--- src/rtl/uginterp_pkg.sv ---
// Shared types and constants of the uniform grid interpolator.
// Used by every module of the block except uginterp_ram; no dependencies of its own.
`default_nettype none

package uginterp_pkg;

   // grid size per axis
   localparam int GRID_X = 16;
   localparam int GRID_Y = 16;
   localparam int GRID_Z = 16;
   localparam int GRID_MAX_XY = (GRID_X > GRID_Y) ? GRID_X : GRID_Y;
   localparam int GRID_MAX = (GRID_MAX_XY > GRID_Z) ? GRID_MAX_XY : GRID_Z;
   localparam int IDX_W = $clog2(GRID_MAX);

   // table geometry
   localparam int ADDR_W = 12;
   localparam int TABLE_DEPTH = 4096;
   localparam int DATA_W = 32;
   localparam int GRID_CELLS_W = $clog2(GRID_X * GRID_Y * GRID_Z) + 1;
   localparam int ADDR_CALC_W = (GRID_CELLS_W > ADDR_W) ? GRID_CELLS_W : ADDR_W;

   // stream packing
   localparam int TDATA_W = 144;
   localparam int OFS_ADDR = 0;
   localparam int OFS_VALUE = 12;
   localparam int OFS_COORD = 44;
   localparam int CSR_INDEX_W = 3;

   // front to back queue
   localparam int QDEPTH = 2;
   localparam int QPTR_W = (QDEPTH > 1) ? $clog2(QDEPTH) : 1;
   localparam int QCNT_W = $clog2(QDEPTH + 1);

   // accumulator: up to eight 50-bit products
   localparam int PROD_W = 50;
   localparam int ACC_W = 53;

   typedef enum logic [CSR_INDEX_W-1:0] {
      CSR_MODE    = 3'd0,
      CSR_LOWER_X = 3'd1,
      CSR_LOWER_Y = 3'd2,
      CSR_LOWER_Z = 3'd3,
      CSR_SCALE_X = 3'd4,
      CSR_SCALE_Y = 3'd5,
      CSR_SCALE_Z = 3'd6
   } csr_index_type;

   typedef enum logic {
      REQ_LOAD  = 1'b0,
      REQ_QUERY = 1'b1
   } req_kind_type;

   typedef enum logic [1:0] {
      F_IDLE,
      F_MUL,
      F_SUM,
      F_PUSH
   } front_state_type;

   typedef enum logic [1:0] {
      B_IDLE,
      B_RUN,
      B_DRAIN,
      B_FINISH
   } back_state_type;

   // per-axis cell description: fraction, node validity, node indexes
   typedef struct packed {
      logic [15:0]      frac;
      logic             ok0;
      logic             ok1;
      logic [IDX_W-1:0] idx0;
      logic [IDX_W-1:0] idx1;
   } axis_type;

   typedef struct packed {
      req_kind_type      kind;
      logic [1:0]        axes;
      logic [ADDR_W-1:0] addr;
      logic [DATA_W-1:0] value;
      axis_type [2:0]    axis;
   } entry_type;

   typedef struct packed {
      logic [1:0]             mode;
      logic [2:0][DATA_W-1:0] lower;
      logic [2:0][DATA_W-1:0] scale;
   } cfg_type;

endpackage

`default_nettype wire

--- src/rtl/uginterp_queue.sv ---
// Short queue of classified items between front and back end.
// Depends on uginterp_pkg.
`default_nettype none

module uginterp_queue (
   input  wire logic                    clock,
   input  wire logic                    reset,
   input  wire logic                    push,
   input  wire uginterp_pkg::entry_type push_entry,
   output logic                         full,
   input  wire logic                    pop,
   output logic                         head_valid,
   output uginterp_pkg::entry_type      head
);

   uginterp_pkg::entry_type           mem_ff [uginterp_pkg::QDEPTH];
   logic [uginterp_pkg::QPTR_W-1:0]   wr_ptr_ff, wr_ptr_in;
   logic [uginterp_pkg::QPTR_W-1:0]   rd_ptr_ff, rd_ptr_in;
   logic [uginterp_pkg::QCNT_W-1:0]   count_ff, count_in;

   assign full = (count_ff == uginterp_pkg::QCNT_W'(uginterp_pkg::QDEPTH));
   assign head_valid = (count_ff != '0);
   assign head = mem_ff[rd_ptr_ff];

   // pointer and fill count update
   always_comb begin
      wr_ptr_in = wr_ptr_ff;
      rd_ptr_in = rd_ptr_ff;
      count_in = count_ff;
      if (push) begin
         wr_ptr_in = (wr_ptr_ff == uginterp_pkg::QPTR_W'(uginterp_pkg::QDEPTH - 1)) ?
                     '0 : wr_ptr_ff + 1'b1;
      end
      if (pop) begin
         rd_ptr_in = (rd_ptr_ff == uginterp_pkg::QPTR_W'(uginterp_pkg::QDEPTH - 1)) ?
                     '0 : rd_ptr_ff + 1'b1;
      end
      if (push && !pop) begin
         count_in = count_ff + 1'b1;
      end else if (pop && !push) begin
         count_in = count_ff - 1'b1;
      end
   end

   always_ff @(posedge clock) begin
      if (reset) begin
         wr_ptr_ff <= '0;
         rd_ptr_ff <= '0;
         count_ff <= '0;
      end else begin
         wr_ptr_ff <= wr_ptr_in;
         rd_ptr_ff <= rd_ptr_in;
         count_ff <= count_in;
      end
   end

   always_ff @(posedge clock) begin
      if (push) begin
         mem_ff[wr_ptr_ff] <= push_entry;
      end
   end

`ifndef NO_ASSERTIONS
   a_no_overflow: assert property (@(posedge clock) disable iff (reset)
      push |-> (!full || pop)) else $error("queue push while full");
   a_no_underflow: assert property (@(posedge clock) disable iff (reset)
      pop |-> head_valid) else $error("queue pop while empty");
   a_count_drop: assert property (@(posedge clock) disable iff (reset)
      (pop && !push) |=> (count_ff == $past(count_ff) - 1'b1))
      else $error("queue count did not drop on pop");
`endif

endmodule

`default_nettype wire

--- config.mk ---
export PLATFORM = sky130hd
export DESIGN_NAME = uginterp_queue
export DESIGN_NICKNAME = d
export VERILOG_FILES = /design/src/rtl/uginterp_pkg.sv /design/src/rtl/uginterp_queue.sv
export SDC_FILE = /design/constraint.sdc
export NUM_CORES = 1
export LEC_CHECK = 0
export BUFFER_PORTS_ARGS = -buffer_cell sky130_fd_sc_hd__buf_2
export CORE_UTILIZATION = 41
export CTS_BUF_LIST = sky130_fd_sc_hd__clkbuf_4
export DETAILED_ROUTE_END_ITERATION = 6
export PLACE_DENSITY = 0.74
export SYNTH_ARGS = -nofsm -noshare
export SYNTH_HDL_FRONTEND = slang
export SYNTH_SLANG_ARGS = --single-unit
--- constraint.sdc ---
create_clock -name clock -period 6.65 [get_ports clock]
set_input_delay 0.3325 -clock clock [delete_from_list [all_inputs] [get_ports clock]]
set_output_delay 0.3325 -clock clock [all_outputs]
set_load 0.01 [all_outputs]
# Word-level counts from Yosys, hierarchy flattened
# Memories as Yosys holds them, arrays and structs flattened. A register that Yosys moved wholly into a read port is not among the register bits.
# Cells that the tools add are included.
word_totals:
  output_inout_bits: 127
  n_memories: 1
  ram_bits: 250
  elab_cells: 23
  inputBits: 129
  reg_bits: 4
classes:
  mux: 8
  reduce_logical: 6
  n_addsub: 4
  eq_ne: 1
memory_table:
  columns: ["name", "words", "word_bits", "rd", "rd_ports_with_merged_regs", "write_ports", "line", "source"]
  rows:
  - ["mem_ff", 2, 125, 1, 1, 1, "uginterp_queue.sv:16", "uginterp_pkg::entry_type mem_ff [uginterp_pkg::QDEPTH];"]
ops:
  columns: ["op", "n"]
  rows:
  - ["1-bit 2-to-1 mux", 6]
  - ["2-bit 2-to-1 mux", 2]
  - ["2-bit nonzero test", 2]
  - ["1-bit adder (second input constant)", 2]
  - ["2-bit by 1-bit adder with 2-bit output (second input constant)", 1]
  - ["2-bit == test (second input constant)", 1]
  - ["1-bit logical AND", 2]
  - ["1-bit zero test", 2]
  - ["2-bit by 1-bit subtractor with 2-bit output (second input constant)", 1]

# Depth between registers and ports, before layout
# Gate-level depths: netlist of the first run.
logic_depth:
  ltp_word: 4
  ltp_mapped: 5
  ltp_nobuf: 5

# Least setup slack after synthesis of the first run
# OpenSTA, ideal clock, no wires.
synth_timing:
  kind: "register to register"
  startpoint: "register wr_ptr_ff"
  endpoint: "memory mem_ff[0][0] in the netlist's numbering, enable pin"
  synth_period_minus_slack_ps: 6479
  setup_slack_ps: 171
  setup_time_ps: 626
  n_path_buf: 0
  arrival_time_ps: 5853
  stages_incl_launch_ff: 2
  t_required_ps: 6024
  path_cell_list: "dfxtp_1 nor2b_1"
synth_lines:
  columns: ["element", "line", "source"]
  rows:
  - ["from (decl)", "uginterp_queue.sv:17", "logic [uginterp_pkg::QPTR_W-1:0] wr_ptr_ff, wr_ptr_in;"]
  - ["from (signal assigned)", "uginterp_queue.sv:51", "wr_ptr_ff <= wr_ptr_in;"]
  - ["to (decl)", "uginterp_queue.sv:16", null]
# Straight into the memory's write port.

==> flow_metrics.env, run 1 <==
export IMPL_status="finished, final reports clean"
export IMPL_worstMarginPinSlew_ns=0.8954
export IMPL_syn_to_final_growth_pct=38.87
export IMPL_internal_power_uw=2804
export IMPL_ys_types=17
export IMPL_dp_hpwl_mm=10.88
export IMPL_combPwrFrac_pct=12.6
export IMPL_clock_skew_ns=0.02525
export IMPL_peakVddDrop_uv=197.3
export IMPL_wire_per_inst_um=16.46
export IMPL_cts_max_level=3
export IMPL_synth_cells=411
export IMPL_power_density_nw_per_um2=278.7
export IMPL_antenna_found_initial=2
export IMPL_fp_dieH_um=153.6
export IMPL_mostFrequentLayoutCells="buf_2, edfxtp_1, dlygate4sd3_1, clkbuf_4, mux2_2"
export IMPL_yosysWarnings=0
export IMPL_hold_violations=0
export IMPL_track_usage_pct=16.60
export IMPL_cts_tree="done"
export IMPL_synth_fp_nets=541
export IMPL_ys_seq_area_share_pct=80.72
export IMPL_critical_path_max_fanout=49
export IMPL_synth_area_um2=9424
export IMPL_crit_type="reg2out"
export IMPL_core_area_um2=22570
export IMPL_cp_data_arrival_time_ns=2.63
export IMPL_seqPwrFrac_pct=52.3
export IMPL_drv_slew=0
export IMPL_worstPathRequired_ns=6.32
export IMPL_die_w_um=153.6
export IMPL_clk_transition_reported_paths_ns=0.08
export IMPL_vias=5505
export IMPL_p_clk_share_pct=35.1
export IMPL_drtIter0Drc=227
export IMPL_utilization_pct=57.98
export IMPL_vias_per_cell=4.653
export IMPL_max_slew_margin_pct=40.31
export IMPL_avgSynthCellArea_um2=22.93
export IMPL_portBuffers=255
export IMPL_clockBufferDepth=3
export IMPL_drv_cap=0
export IMPL_crit_path_end_kind="primary output"
export IMPL_ctsRootBufferMaster="clkbuf_4"
export IMPL_finalCriticalPeriod_ns=2.966
export IMPL_nets=985
export IMPL_rsz0062_at_grt="false"
export IMPL_clk_latency_ns=0.61
export IMPL_dieArea_um2=23600
export IMPL_yosys_register_bits=255
export IMPL_holdCritPathClass="in2reg"
export IMPL_grt_remaining_overflow=0
export IMPL_numCtsBuffers=67
export IMPL_gp_congestion=0.6993
export IMPL_initial_core_util_pct=41.75
export IMPL_cts_sinks=255
export IMPL_setup_viol=0
export IMPL_drc=0
export IMPL_netSwitchingPower_uw=842.9
export IMPL_min_period_over_period_pct=44.60
export IMPL_cp_start_kind="flip-flop"
export IMPL_postRouteAntennaNets=0
export IMPL_drt_pass1_iter_count=4
export IMPL_swShare_pct=23.11
export IMPL_row_count=55
export IMPL_fmax_mhz=337.2
export IMPL_postCtsResizedCells=0
export IMPL_finalSetupTns_ns=0
export IMPL_grt_pass1_wl_mm=30.01
export IMPL_routed_wl_mm=19.47
export IMPL_first_global_vias=5972
export IMPL_drive_gt1_share_pct=54.80
export IMPL_grt_max_degree=66
export IMPL_ios=256
export IMPL_power_leakage_uw=0.005156
export IMPL_layout_commonest_cell="buf_2"
## power groups by stage
stage / Sequential, µW / Clock (µW) / Combinational, µW
2_1_floorplan: 1940 / 0 / 247
3_3_place_gp: 1940 / 0 / 393
3_5_place_dp: 1940 / 0 / 398
4_1_cts: 1910 / 1320 / 461
5_1_grt: 1920 / 1410 / 493
6_report: 1910 / 1280 / 460
## synth_stat cells
cell | number | share of area [%]
edfxtp_1 | 250 | 80
mux2_2 | 75 | 9.0
mux2_4 | 50 | 8.0
buf_2 | 7 | 0.37
buf_6 | 7 | 0.84
dfxtp_1 | 5 | 1.1
nor2_1 | 4 | 0.16
nor2b_1 | 2 | 0.13
xnor2_1 | 2 | 0.19
xor2_1 | 2 | 0.19
a21oi_1 | 1 | 0.053
and2_1 | 1 | 0.066
ha_1 | 1 | 0.13
inv_1 | 1 | 0.040
o21ai_0 | 1 | 0.053
or2_2 | 1 | 0.066
or3_1 | 1 | 0.066
## cell type report
cell class,count,area (µm²)
diodes,2,5.005
clock buffers,93,698.2
clock inverters,17,98.84
fillers,1759,9484
inverters,1,3.754
multi-input cells,141,1709
flip-flops and latches,255,7611
well taps,285,356.6
repair buffers,389,2605
## layer usage
layer  up-vias  routed length [µm]  global-route usage, %
li1       2565                   -                      -
met2       221               10120                  29.29
met3        34                1545                  6.342
met4         0                 315                  7.048
met5         -                   0                      0
met1      2685                7486                  17.71
## logic make-up after synthesis
logic type | Yosys count | share of synthesized area, %
flops | 255 | 80.72
mux | 125 | 16.93
buf+inv | 15 | 1.248
simple gates | 9 | 0.4913
xor+xnor | 4 | 0.3718
compound gates | 2 | 0.1061
fa+ha+maj | 1 | 0.1327
## registers in the layout, summed over array words and instances, names as in the netlist, named ones only
register,cells
mem_ff,250
wr_ptr_ff,1
rd_ptr_ff,1
count_ff,2
## repair_timing
| item | 4_1_cts | 5_1_grt |
|---|---|---|
| hold buffers | 129 | 0 |
| endpoints found under the hold margin | 255 | 0 |
| setup buffers | 0 | 0 |
## final timing paths
path | end | slack (ns) | startpoint | cells after the start
setup / recovery | head[104] | 3.68 | flip-flop | 3
hold / removal | mem_ff[1][4] | 0.42 | push_entry[4] | 2
setup reg to reg | mem_ff[1][20] | 4.19 | wr_ptr_ff | 2
hold reg to reg | count_ff[1] | 0.52 | count_ff[1] | 2
## through the flow
step	cells	hold slack (ns)	cell area (µm²)	worst slack [ns]	power, µW
after global routing	1183	0.3455	13090	3.477	3823
final	1183	0.4235	13090	3.684	3647
after floorplan	411	0.4016	9424	0.1713	2188
after CTS	1181	0.3452	13080	3.548	3695
after global placement	942	0.4821	10990	4.156	2330
after detailed placement	942	0.5034	10990	4.130	2342
## worst max-delay path: stages, from the launching register on
cell and delay (ns):
dfxtp_4 0.68, buf_4 0.75, mux2_2 0.42, buf_2 0.14
No activity file was read; power rests on OpenSTA's default activity.
==> run 2: changes to the inputs <==
PLACE_DENSITY = 0.72   (was 0.74)
clock period = 3 ns   (was 6.65 ns; I/O delays follow)
==> run 2 against run 1 <==
Clock power rose by 140%. Count of clock-buffer cells in the layout rose by 2. Clock skew fell by 0.0022 ns. Setup slack got worse by 3.1 ns. Non-clock buffer count rose by 6. Total power rose by 130%. Global-route usage rose by 0.33 points. Die area did not move. Combinational power rose by 130%. Final area rose by 1.3%. Hold slack got worse by 0.18 ns. Critical path depth did not move. Critical endpoint is now head[16]. Largest cell class unchanged. Largest power group unchanged. Highest routed layer unchanged.
==> flow_metrics.env, run 2 (same netlist as run 1, synthesis figures left out) <==
export IMPL_fmax_mhz=408.8
export IMPL_met1Wirelength_mm=7.457
export IMPL_track_usage_pct=16.93
export IMPL_met3WireLength_mm=1.485
export IMPL_first_global_vias=6305
export IMPL_wire_per_inst_um=16.66
export IMPL_cp_data_arrival_time_ns=2.30
export IMPL_holdCritPathClass="in2reg"
export IMPL_gp_congestion=0.7276
export IMPL_finalSetupTns_ns=0
export IMPL_cts_max_level=3
export IMPL_postCtsResizedCells=0
export IMPL_setup_slack_ns=0.5540
export IMPL_antennaDiodeCount=0
export IMPL_drtIter0Drc=168
export IMPL_syn_to_final_growth_pct=40.65
export IMPL_clockBufferDepth=3
export IMPL_drv_cap=0
export IMPL_critical_path_max_fanout=46
export IMPL_grt_pass1_wl_mm=30.89
export IMPL_power_density_nw_per_um2=630.4
export IMPL_grt_max_degree=93
export IMPL_vias=5492
export IMPL_portBuffers=255
export IMPL_grt_remaining_overflow=0
export IMPL_wl_met2_mm=10.33
export IMPL_largest_register_ffs=250
export IMPL_rsz0062_at_grt="false"
export IMPL_clk_latency_ns=0.63
export IMPL_largest_register="mem_ff"
export IMPL_utilization_pct=58.73
export IMPL_drv_slew=0
export IMPL_hold_buffers=129
export IMPL_fp_dieH_um=153.6
export IMPL_antenna_found_initial=0
export IMPL_clock_skew_ns=0.02308
export IMPL_cp_start_kind="flip-flop"
export IMPL_min_period_over_period_pct=81.53
export IMPL_max_slew_margin_pct=53.92
export IMPL_drt_pass1_iter_count=4
export IMPL_peakVddDrop_uv=371.6
export IMPL_hold_violations=0
export IMPL_drive_gt1_share_pct=55.16
export IMPL_worstMarginPinSlew_ns=0.6912
export IMPL_final_cell_area_um2=13260
export IMPL_vias_per_cell=4.631
export IMPL_mostFrequentLayoutCells="buf_2, edfxtp_1, dlygate4sd3_1, clkbuf_4, mux2_2"
export IMPL_clk_transition_reported_paths_ns=0.06
export IMPL_ios=256
export IMPL_initial_core_util_pct=41.75
export IMPL_status="finished, final reports clean"
export IMPL_worstPathRequired_ns=2.85
export IMPL_cts_sinks=255
export IMPL_numCtsBuffers=67
export IMPL_top_layer="met4"
export IMPL_core_area_um2=22570
export IMPL_place_area_um2=11090
export IMPL_reg_largest_list="mem_ff (250), count_ff (2)"
export IMPL_cts_tree="done"
export IMPL_layout_commonest_cell="buf_2"
export IMPL_postRouteAntennaNets=0
export IMPL_fillers=1686
export IMPL_post_cts_buffers=0
export IMPL_setup_viol=0
export IMPL_row_count=55
export IMPL_dpl_worst_slack_ns=1.134
export IMPL_die_w_um=153.6
export IMPL_drc=0
export IMPL_dieArea_um2=23600
export IMPL_finalCriticalPeriod_ns=2.446
export IMPL_routed_wl_mm=19.75
export IMPL_dp_hpwl_mm=11.71
export IMPL_ctsRootBufferMaster="clkbuf_4"
export IMPL_nets=991
export IMPL_crit_path_end_kind="primary output"
export IMPL_crit_type="reg2out"
export IMPL_power_leakage_uw=0.005235
## run 2: stage by stage
step	power, µW	hold WS (ns)	std cells
floorplan	4827	0.2191	411
global placement	5176	0.3378	948
detailed placement	5217	0.3414	948
CTS	8460	0.1613	1186
global route	8748	0.1741	1186
finish	8356	0.2448	1186
## run 2: cell type report
| class | count | area (µm²) | area share (%) |
|---|---|---|---|
| multi-input combinational | 141 | 1709 | 12.89 |
| clock buffer | 95 | 713.2 | 5.380 |
| tap | 285 | 356.6 | 2.690 |
| clock inverter | 14 | 161.4 | 1.218 |
| sequential | 255 | 7611 | 57.42 |
| inverter | 1 | 3.754 | 0.02832 |
| timing repair buffer | 395 | 2700 | 20.37 |
## run 2: path summary, 6_finish.rpt
| kind | startpoint | endpoint | slack, ns | depth (start not counted) |
|---|---|---|---|---|
| min | push_entry[30] | mem_ff[1][30] | 0.24 | 2 |
| min reg2reg | count_ff[1] | count_ff[1] | 0.52 | 2 |
| max | flip-flop | head[16] | 0.55 | 3 |
| max reg2reg | wr_ptr_ff | mem_ff[1][19] | 1.25 | 2 |
## run 2: power breakdown
part           leakage [µW]  total, µW  switching [µW]  internal [µW]
combinational       0.00233       1040             478            561
clock              0.000516       3080            1290           1790
sequential          0.00239       4240            80.9           4160
## run 2: critical path: stages (launching register included)
cell	delay [ns]
dfxtp_4	0.80
buf_4	0.35
mux2_2	0.39
buf_2	0.15
## run 2: routing by layer
layer  up-vias  GRT usage, %
met5         -             0
met4         0         8.000
met3        43         6.426
met2       236         30.06
met1      2643         17.60
li1       2570             -
