--- src/rtl/uginterp_pkg.sv ---
// Shared types and constants of the uniform grid interpolator.
// Used by every module of the block except uginterp_ram; no dependencies of its own.
`default_nettype none

package uginterp_pkg;

   // grid size per axis
   localparam int GRID_X = 16;
   localparam int GRID_Y = 16;
   localparam int GRID_Z = 16;
   localparam int GRID_MAX_XY = (GRID_X > GRID_Y) ? GRID_X : GRID_Y;
   localparam int GRID_MAX = (GRID_MAX_XY > GRID_Z) ? GRID_MAX_XY : GRID_Z;
   localparam int IDX_W = $clog2(GRID_MAX);

   // table geometry
   localparam int ADDR_W = 12;
   localparam int TABLE_DEPTH = 4096;
   localparam int DATA_W = 32;
   localparam int GRID_CELLS_W = $clog2(GRID_X * GRID_Y * GRID_Z) + 1;
   localparam int ADDR_CALC_W = (GRID_CELLS_W > ADDR_W) ? GRID_CELLS_W : ADDR_W;

   // stream packing
   localparam int TDATA_W = 144;
   localparam int OFS_ADDR = 0;
   localparam int OFS_VALUE = 12;
   localparam int OFS_COORD = 44;
   localparam int CSR_INDEX_W = 3;

   // front to back queue
   localparam int QDEPTH = 2;
   localparam int QPTR_W = (QDEPTH > 1) ? $clog2(QDEPTH) : 1;
   localparam int QCNT_W = $clog2(QDEPTH + 1);

   // accumulator: up to eight 50-bit products
   localparam int PROD_W = 50;
   localparam int ACC_W = 53;

   typedef enum logic [CSR_INDEX_W-1:0] {
      CSR_MODE    = 3'd0,
      CSR_LOWER_X = 3'd1,
      CSR_LOWER_Y = 3'd2,
      CSR_LOWER_Z = 3'd3,
      CSR_SCALE_X = 3'd4,
      CSR_SCALE_Y = 3'd5,
      CSR_SCALE_Z = 3'd6
   } csr_index_type;

   typedef enum logic {
      REQ_LOAD  = 1'b0,
      REQ_QUERY = 1'b1
   } req_kind_type;

   typedef enum logic [1:0] {
      F_IDLE,
      F_MUL,
      F_SUM,
      F_PUSH
   } front_state_type;

   typedef enum logic [1:0] {
      B_IDLE,
      B_RUN,
      B_DRAIN,
      B_FINISH
   } back_state_type;

   // per-axis cell description: fraction, node validity, node indexes
   typedef struct packed {
      logic [15:0]      frac;
      logic             ok0;
      logic             ok1;
      logic [IDX_W-1:0] idx0;
      logic [IDX_W-1:0] idx1;
   } axis_type;

   typedef struct packed {
      req_kind_type      kind;
      logic [1:0]        axes;
      logic [ADDR_W-1:0] addr;
      logic [DATA_W-1:0] value;
      axis_type [2:0]    axis;
   } entry_type;

   typedef struct packed {
      logic [1:0]             mode;
      logic [2:0][DATA_W-1:0] lower;
      logic [2:0][DATA_W-1:0] scale;
   } cfg_type;

endpackage

`default_nettype wire

--- src/rtl/uginterp_front.sv ---
// Front end: accepts items, maps query coordinates to grid cells, fills the queue.
// Depends on uginterp_pkg.
`default_nettype none

module uginterp_front (
   input  wire logic                          clock,
   input  wire logic                          reset,
   input  wire uginterp_pkg::cfg_type         cfg,
   input  wire logic                          req_tvalid,
   output logic                               req_tready,
   input  wire logic                          req_tuser,
   input  wire logic [uginterp_pkg::TDATA_W-1:0] req_tdata,
   input  wire logic                          q_full,
   output logic                               push_valid,
   output uginterp_pkg::entry_type            push_entry
);

   uginterp_pkg::front_state_type state_ff, state_in;
   logic [1:0]                  ax_ff, ax_in;
   logic [1:0]                  axes_ff, axes_in;
   logic signed [32:0]          d_ff [3];
   logic signed [32:0]          d_in [3];
   logic signed [49:0]          lo_ff, lo_in;
   logic signed [48:0]          hi_ff, hi_in;
   uginterp_pkg::entry_type     entry_ff, entry_in;

   logic                        accept;
   uginterp_pkg::entry_type     load_entry;
   logic signed [32:0]          d_sel;
   logic [uginterp_pkg::DATA_W-1:0] scale_sel;
   logic signed [16:0]          scale_lo;
   logic signed [15:0]          scale_hi;
   logic signed [49:0]          u_sum;
   logic signed [33:0]          cell_idx;
   logic signed [33:0]          n_m1;
   logic signed [33:0]          n_m2;
   uginterp_pkg::axis_type      axis_new;
   uginterp_pkg::axis_type      axis_dflt;

   assign req_tready = (state_ff == uginterp_pkg::F_IDLE) && !q_full;
   assign accept = req_tvalid && req_tready;

   // load items go straight into the queue
   always_comb begin
      axis_dflt = '0;
      axis_dflt.ok0 = 1'b1;
      load_entry = '0;
      load_entry.kind = uginterp_pkg::REQ_LOAD;
      load_entry.addr = req_tdata[uginterp_pkg::OFS_ADDR +: uginterp_pkg::ADDR_W];
      load_entry.value = req_tdata[uginterp_pkg::OFS_VALUE +: uginterp_pkg::DATA_W];
      load_entry.axis = {3{axis_dflt}};
   end

   // offset from the lower limit, per axis
   always_comb begin
      for (int a = 0; a < 3; a++) begin
         d_in[a] = $signed({req_tdata[uginterp_pkg::OFS_COORD + 32*a + 31],
                            req_tdata[uginterp_pkg::OFS_COORD + 32*a +: 32]})
                 - $signed({cfg.lower[a][31], cfg.lower[a]});
      end
   end

   // split multiply of offset by scale
   always_comb begin
      d_sel = d_ff[ax_ff];
      scale_sel = cfg.scale[ax_ff];
      scale_lo = $signed({1'b0, scale_sel[15:0]});
      scale_hi = $signed(scale_sel[31:16]);
      lo_in = d_sel * scale_lo;
      hi_in = d_sel * scale_hi;
   end

   // grid units, cell and node validity
   always_comb begin
      u_sum = (lo_ff >>> 16) + hi_ff;
      cell_idx = u_sum[49:16];
      case (ax_ff)
         2'd0: begin
            n_m1 = 34'(uginterp_pkg::GRID_X - 1);
            n_m2 = 34'(uginterp_pkg::GRID_X - 2);
         end
         2'd1: begin
            n_m1 = 34'(uginterp_pkg::GRID_Y - 1);
            n_m2 = 34'(uginterp_pkg::GRID_Y - 2);
         end
         default: begin
            n_m1 = 34'(uginterp_pkg::GRID_Z - 1);
            n_m2 = 34'(uginterp_pkg::GRID_Z - 2);
         end
      endcase
      axis_new.frac = u_sum[15:0];
      axis_new.ok0 = (cell_idx >= 34'sd0) && (cell_idx <= n_m1);
      axis_new.ok1 = (cell_idx >= -34'sd1) && (cell_idx <= n_m2);
      axis_new.idx0 = cell_idx[uginterp_pkg::IDX_W-1:0];
      axis_new.idx1 = cell_idx[uginterp_pkg::IDX_W-1:0] + 1'b1;
   end

   // sequencer: next state and datapath enables
   always_comb begin
      state_in = state_ff;
      ax_in = ax_ff;
      axes_in = axes_ff;
      entry_in = entry_ff;
      push_valid = 1'b0;
      push_entry = load_entry;
      case (state_ff)
         uginterp_pkg::F_IDLE: begin
            if (accept) begin
               if (req_tuser == uginterp_pkg::REQ_LOAD) begin
                  push_valid = 1'b1;
               end else begin
                  axes_in = (cfg.mode == 2'd0) ? 2'd1 : cfg.mode;
                  ax_in = 2'd0;
                  entry_in = load_entry;
                  entry_in.kind = uginterp_pkg::REQ_QUERY;
                  entry_in.axes = axes_in;
                  state_in = uginterp_pkg::F_MUL;
               end
            end
         end
         uginterp_pkg::F_MUL: begin
            state_in = uginterp_pkg::F_SUM;
         end
         uginterp_pkg::F_SUM: begin
            entry_in.axis[ax_ff] = axis_new;
            if (ax_ff == axes_ff - 2'd1) begin
               state_in = uginterp_pkg::F_PUSH;
            end else begin
               ax_in = ax_ff + 2'd1;
               state_in = uginterp_pkg::F_MUL;
            end
         end
         uginterp_pkg::F_PUSH: begin
            push_valid = 1'b1;
            push_entry = entry_ff;
            state_in = uginterp_pkg::F_IDLE;
         end
         default: begin
            state_in = uginterp_pkg::F_IDLE;
         end
      endcase
   end

   always_ff @(posedge clock) begin
      if (reset) begin
         state_ff <= uginterp_pkg::F_IDLE;
      end else begin
         state_ff <= state_in;
      end
   end

   // datapath registers
   always_ff @(posedge clock) begin
      ax_ff <= ax_in;
      axes_ff <= axes_in;
      entry_ff <= entry_in;
      lo_ff <= lo_in;
      hi_ff <= hi_in;
      if (accept) begin
         for (int a = 0; a < 3; a++) begin
            d_ff[a] <= d_in[a];
         end
      end
   end

endmodule

`default_nettype wire

--- config.mk ---
export PLATFORM = sky130hd
export DESIGN_NAME = uginterp_front
export DESIGN_NICKNAME = d
export VERILOG_FILES = /design/src/rtl/uginterp_pkg.sv /design/src/rtl/uginterp_front.sv
export SDC_FILE = /design/constraint.sdc
export NUM_CORES = 2
export LEC_CHECK = 0
export BUFFER_PORTS_ARGS = -buffer_cell sky130_fd_sc_hd__buf_4
export CELL_PAD_IN_SITES_DETAIL_PLACEMENT = 0
export CELL_PAD_IN_SITES_GLOBAL_PLACEMENT = 1
export CORE_MARGIN = 2
export CORE_UTILIZATION = 52
export DETAILED_ROUTE_END_ITERATION = 8
export GPL_TIMING_DRIVEN = 0
export PLACE_DENSITY_LB_ADDON = 0.1
export REMOVE_ABC_BUFFERS = 1
export SKIP_LAST_GASP = 1
export SLEW_MARGIN = 10
export SYNTH_ARGS = -nofsm -noshare
export SYNTH_HDL_FRONTEND = slang
export SYNTH_SLANG_ARGS = --single-unit
--- constraint.sdc ---
create_clock -name clock -period 13.79 [get_ports clock]
set_clock_uncertainty 0.1 [all_clocks]
set_input_delay 1.379 -clock clock [delete_from_list [all_inputs] [get_ports clock]]
set_output_delay 1.379 -clock clock [all_outputs]
set_load 0.005 [all_outputs]
* After elaboration in Yosys (flattened, before gate mapping)
Memories as Yosys holds them, arrays and structs flattened. A register that Yosys moved wholly into a read port is not among the register bits. Index checks and enable logic that the tools add are counted.
Storage, ports and cells: register bits after elaboration 227, bits in latches 0, RAM bits 99, memory bits (read-only) 0, input port bits 343, output and inout bits 127, word-level logic and storage cells 82, memories 1
Memories:
- d_ff | words 3, width 33, read ports 1, clocked after Yosys merged registers in 1, write ports 3, line uginterp_front.sv:21 | logic signed [32:0] d_ff [3];
Cells by class: $add $sub $neg 7, $mul 2, div/mod/pow operators 0, order comparisons 6, equality and inequality tests 7, shift-type cells 0, muxes and demuxes 24, bitwise gates (word level) 0, reductions and logical operators 13
Operators by type and width (count):
- $mux 78 | 2
- $pmux 78 s2 | 1
- $mux 125 | 1
- $sub 32x32->33 | 3
- $bwmux 78 | 1
- $ge 34x1->1 const B | 2
- $le 34x5->1 const B | 2
- $bmux 32 s2 | 1
- $demux 26 s2 | 1
- $add 34x49->50 | 1
- $mul 33x17->50 | 1
- $mul 33x16->49 | 1
- $mux 32 | 1
- $mux 26 | 1
- $mux 2 | 8
- $pmux 2 s4 | 1
- $ne 2x2->1 const B | 3
- $reduce_and 3->1 | 2
- $logic_and 1x1->1 | 5
- $add 4x1->4 const B | 1
- $eq 2x2->1 const B | 2
- $logic_not 2->1 | 2
- $mux 1 | 4
- $pmux 2 s2 | 1
- other kinds (11) | 11

* Longest topological paths before layout
word-level depth 6, depth in mapped cells 32, gate-level depth less buffers 29

* Worst setup path after synthesis
Ideal clock, no wire load.
path kind in2reg, start point input port cfg[37] (netlist bit), end point register lo_ff[48], setup time 72 ps, arrival 8079 ps, data required time 13618 ps, path slack 5539 ps, stages on the path 27, buffers on the path 1, cells stage by stage mux2i_1 > nor2_1 > a21oi_1 > clkbuf_1 > nor2_1 > fa_1 > inv_1 > fa_1 > fa_1 > inv_1 > fa_1 > fa_1 > inv_1 > fa_1 > inv_1 > ha_1 > a21o_1 > a21o_1 > a21oi_1 > a41oi_1 > a211o_1 > a22o_1 > a221o_1 > a31oi_4 > o32ai_2 > o31ai_2 > xnor2_1
On the way: cells in the longest elaborated chain, start to end 3
Ends and longest elaborated chain:
- start: declaration | line uginterp_front.sv:8 | input wire uginterp_pkg::cfg_type cfg,
- $bmux 32 s2 | line uginterp_front.sv:66 | scale_sel = cfg.scale[ax_ff];
- $mux 32 (not written as such) | line uginterp_front.sv:66
- $mul 33x17->50 | line uginterp_front.sv:69 | lo_in = d_sel * scale_lo;
- via lo_in[48] | line uginterp_front.sv:23 | logic signed [49:0] lo_ff, lo_in;
- end signal: assignment | line uginterp_front.sv:157 | lo_ff <= lo_in;
- end: declaration | line uginterp_front.sv:23
The timed path passes the listed nets, and every way through them passes these cells. The select of a mux whose other input is x is not followed. A chain may end at the register's enable or synchronous reset.

* Worst setup path in the final report
start point register ax_ff[1], end point register lo_ff[45]
On the way: cells in the longest elaborated chain, start to end 3
Ends and longest elaborated chain:
- start: declaration | line uginterp_front.sv:19 | logic [1:0] ax_ff, ax_in;
- start signal: assignment | line uginterp_front.sv:154 | ax_ff <= ax_in;
- $bmux 32 s2 | line uginterp_front.sv:66
- $mux 32 (not written as such) | line uginterp_front.sv:66
- $mul 33x17->50 | line uginterp_front.sv:69
- via lo_in[45] | line uginterp_front.sv:23
The timed path passes the listed nets, and every way through them passes these cells. The select of a mux whose other input is x is not followed.

==> parameters.txt <==
Parameter                              Value

Run status
  Outcome    finished, final reports clean

Placement
  Area of placed instances    0.0617 mm2
  Dpl ws    3640 ps
  HPWL after detailed placement    132 mm
  Port Buffer Count    465
  Last weighted congestion value of the routability-driven placer    0.927

STA
  Pins Over Slew Limit    0
  Slew margin rel.    0.0692
  Final min period    10090 ps
  Setup TNS Final    0 ps
  Worst slew pin tran    1400 ps
  RSZ-0062 raised after global routing    no
  Post-route clock period utilization    0.732
  Post-route worst setup slack    3700 ps
  Tightest hold margin    470 ps
  Highest clock frequency the design can meet    0.0991 GHz
  Final Hold Fails    0
  Number of endpoints failing setup at the final stage    0

Final layout
  Finished layout cell area    0.0629 mm2
  Fraction of final layout cells with drive strength greater than 1    0.112
  Number of inserted filler cells in the final layout    9453
  Commonest non-fill, non-tap cells in the layout    sky130_fd_sc_hd__inv_1 (1340), sky130_fd_sc_hd__fa_1 (1005), sky130_fd_sc_hd__nand2_1 (777)
  Net count, final    8274
  Most common cell after layout, fill and taps aside    sky130_fd_sc_hd__inv_1
  Seq. cell area    0.00850 mm2
  Area added between synthesis and finish    13.1%
  Area taken by multi-input logic gates    0.0416 mm2

Logic synthesis
  Fraction of post-synthesis cell area in the top cell type by area    0.362
  Most instantiated flip-flop cell in the synthesis netlist    sky130_fd_sc_hd__edfxtp_1
  Register area share after synthesis    0.153
  Synthesized area per cell    8.92 um2
  Number of warning messages in the yosys log    0
  Gate count after technology mapping    6235
  Top cells by area, synth    sky130_fd_sc_hd__fa_1 (36%), sky130_fd_sc_hd__edfxtp_1 (12%), sky130_fd_sc_hd__inv_1 (9.0%), sky130_fd_sc_hd__ha_1 (8.7%), sky130_fd_sc_hd__nand2_1 (5.2%)
  Post-synthesis cell type count    92
  Library cell with the largest summed area after synthesis    sky130_fd_sc_hd__fa_1
  Post-synth EDFFs    225
  Async set or reset register ratio after synthesis    0
  Syn Std Cell Area    0.0556 mm2
  Synth Register Bits    312

Floorplanning
  Die W    331 um
  Std-Cell Core Area    0.106 mm2
  Initial standard-cell utilization of the core    0.526
  Vertical die dimension    331 um
  Num rows    119
  Total I/O pin count    470
  Die outline area    0.110 mm2

Drt
  Ratio of routed vias to standard cells    5.48
  Post-detailed-route DRC marker count    0
  Number of antenna-violating nets in the routed design    0
  DRC marker count from the first detailed-route iteration    2788
  First-pass iteration count of the detailed router    6
  Total via count in the routed design    43600
  Final WL    164 mm
  Post-detailed-route wirelength per cell    20.6 um

Clock network
  Worst-skew pair later-pin latency    630 ps
  CTS Sinks    312
  Hold-fix buffers at CTS    0
  Deepest level of the CTS H-tree    2
  Total setup buffers inserted after CTS    0
  Clock edge transition at the registers on the reported setup and hold paths    60 ps
  Cts repair resizes    0
  Maximum count of clock buffers along a single path    3
  Clock tree from TritonCTS    done
  TritonCTS buffer count    36
  Root buf cell    sky130_fd_sc_hd__clkbuf_16

Min path
  Kind of path behind the tightest hold check    reg2reg

Critical path
  Element type at the critical path start    flip-flop
  Launching point of the worst reg2reg path    ax_ff[1]
  Critical-path cell with the highest stage delay    sky130_fd_sc_hd__a21o_1
  R2r setup slk    3700 ps
  FF-to-FF path depth    29
  Worst setup path startpoint    ax_ff[1]
  Sort of element at the end of the critical path    flip-flop
  Kind of critical path    reg2reg
  Critical path fanouts, max    24
  Data required time at the worst endpoint    14130 ps
  Crit-path max cell delay    700 ps
  Data arrival time of the worst path    10430 ps
  Critical path destination    lo_ff[45]
  FF-to-FF End    lo_ff[45]

Flow run
  Max Cap Violations    0

Global routing
  Total gr overflow    0
  Vias in the first global route    45500
  First-pass GRT wire length    255 mm
  Maximum number of pins on one net before global-route repair    77
  Initial antenna violation count    8
  Total GRT Usage    0.304
[critical path, delay by kind of cell (launching register included)]
| family | cells | cell delay (ps) |
|---|---|---|
| compound gates | 11 | 3740 |
| fa+ha+maj | 7 | 2910 |
| buf+inv | 7 | 1080 |
| simple gates | 3 | 850 |
| flops | 1 | 630 |
| xor+xnor | 1 | 480 |
[synthesized netlist by cell type, types with 7 or more instances]
library cell                instances
sky130_fd_sc_hd__a211oi_1          21
sky130_fd_sc_hd__a21boi_0           7
sky130_fd_sc_hd__a21o_1           119
sky130_fd_sc_hd__a21oi_1          211
sky130_fd_sc_hd__a31oi_1           26
sky130_fd_sc_hd__and2_1           104
sky130_fd_sc_hd__and3_1            44
sky130_fd_sc_hd__and4_1             9
sky130_fd_sc_hd__buf_1             18
sky130_fd_sc_hd__clkbuf_1         239
sky130_fd_sc_hd__dfxtp_1           87
sky130_fd_sc_hd__edfxtp_1         225
sky130_fd_sc_hd__fa_1            1005
sky130_fd_sc_hd__ha_1             386
sky130_fd_sc_hd__inv_1           1341
sky130_fd_sc_hd__mux2_2            44
sky130_fd_sc_hd__mux2i_1          123
sky130_fd_sc_hd__nand2_1          777
sky130_fd_sc_hd__nand2b_1          42
sky130_fd_sc_hd__nand3_1           47
sky130_fd_sc_hd__nand4_1           20
sky130_fd_sc_hd__nor2_1           632
sky130_fd_sc_hd__nor2b_1           41
sky130_fd_sc_hd__nor3_1            42
sky130_fd_sc_hd__nor4_1            11
sky130_fd_sc_hd__o2111ai_1          7
sky130_fd_sc_hd__o211ai_1          15
sky130_fd_sc_hd__o21a_1            64
sky130_fd_sc_hd__o21ai_0          130
sky130_fd_sc_hd__o21ai_1           22
sky130_fd_sc_hd__o21bai_1          26
sky130_fd_sc_hd__o31ai_1            7
sky130_fd_sc_hd__or3_1             15
sky130_fd_sc_hd__xnor2_1          159
sky130_fd_sc_hd__xor2_1            39
[per-layer routing]
metal	vias up	track usage	wire length, um
met1	21800	0.401	66400
li1	19800	-	-
met4	8	0.105	6360
met2	1682	0.501	76200
met5	-	0	55
met3	345	0.0624	14500
[stage by stage]
stage / instances / utilization
floorplan: 5970 / -
global placement: 7826 / 0.566
detailed placement: 7892 / 0.584
CTS: 7957 / 0.595
global route: 7958 / 0.595
finish: 7960 / 0.595
[logic make-up after synthesis]
family	count (synthesis)	share of synthesized area
XOR/XNOR	198	0.0312
AND/OR/NAND/NOR	1816	0.140
flip-flops	312	0.153
multiplexers	168	0.0312
AO/OA/AOI/OAI	743	0.0869
adder cells (fa/ha/maj)	1391	0.448
buffers and inverters	1607	0.109
[registers in the layout, summed over array words and instances (netlist names), named ones only]
name and count:
ax_ff 2, hi_ff 49, lo_ff 34, state_ff 2, d_ff 99, entry_ff 124
[area by class of cell]
type | instances | share of cell area
Timing Repair Buffer | 532 | 0.0772
Tap cell | 1391 | 0.0277
Antenna cell | 2 | 0.0000796
Inverter | 1342 | 0.0801
Clock buffer | 50 | 0.0164
Clock inverter | 15 | 0.00261
Sequential cell | 312 | 0.135
Multi-Input combinational cell | 4316 | 0.661
[worst min path at each step]
| stage | from | endpoint | cells past startpoint |
|---|---|---|---|
| CTS | state_ff[0] | state_ff[0] | 2 |
| finish | state_ff[0] | state_ff[0] | 2 |
| floorplan | state_ff[0] | state_ff[0] | 2 |
| global placement | state_ff[0] | state_ff[0] | 2 |
| global route | entry_ff[72] | entry_ff[72] | 2 |
| detailed placement | state_ff[0] | state_ff[0] | 2 |
Power is not shown: default switching activity piles up to over one toggle a cycle in this logic, so the estimate is an artifact.
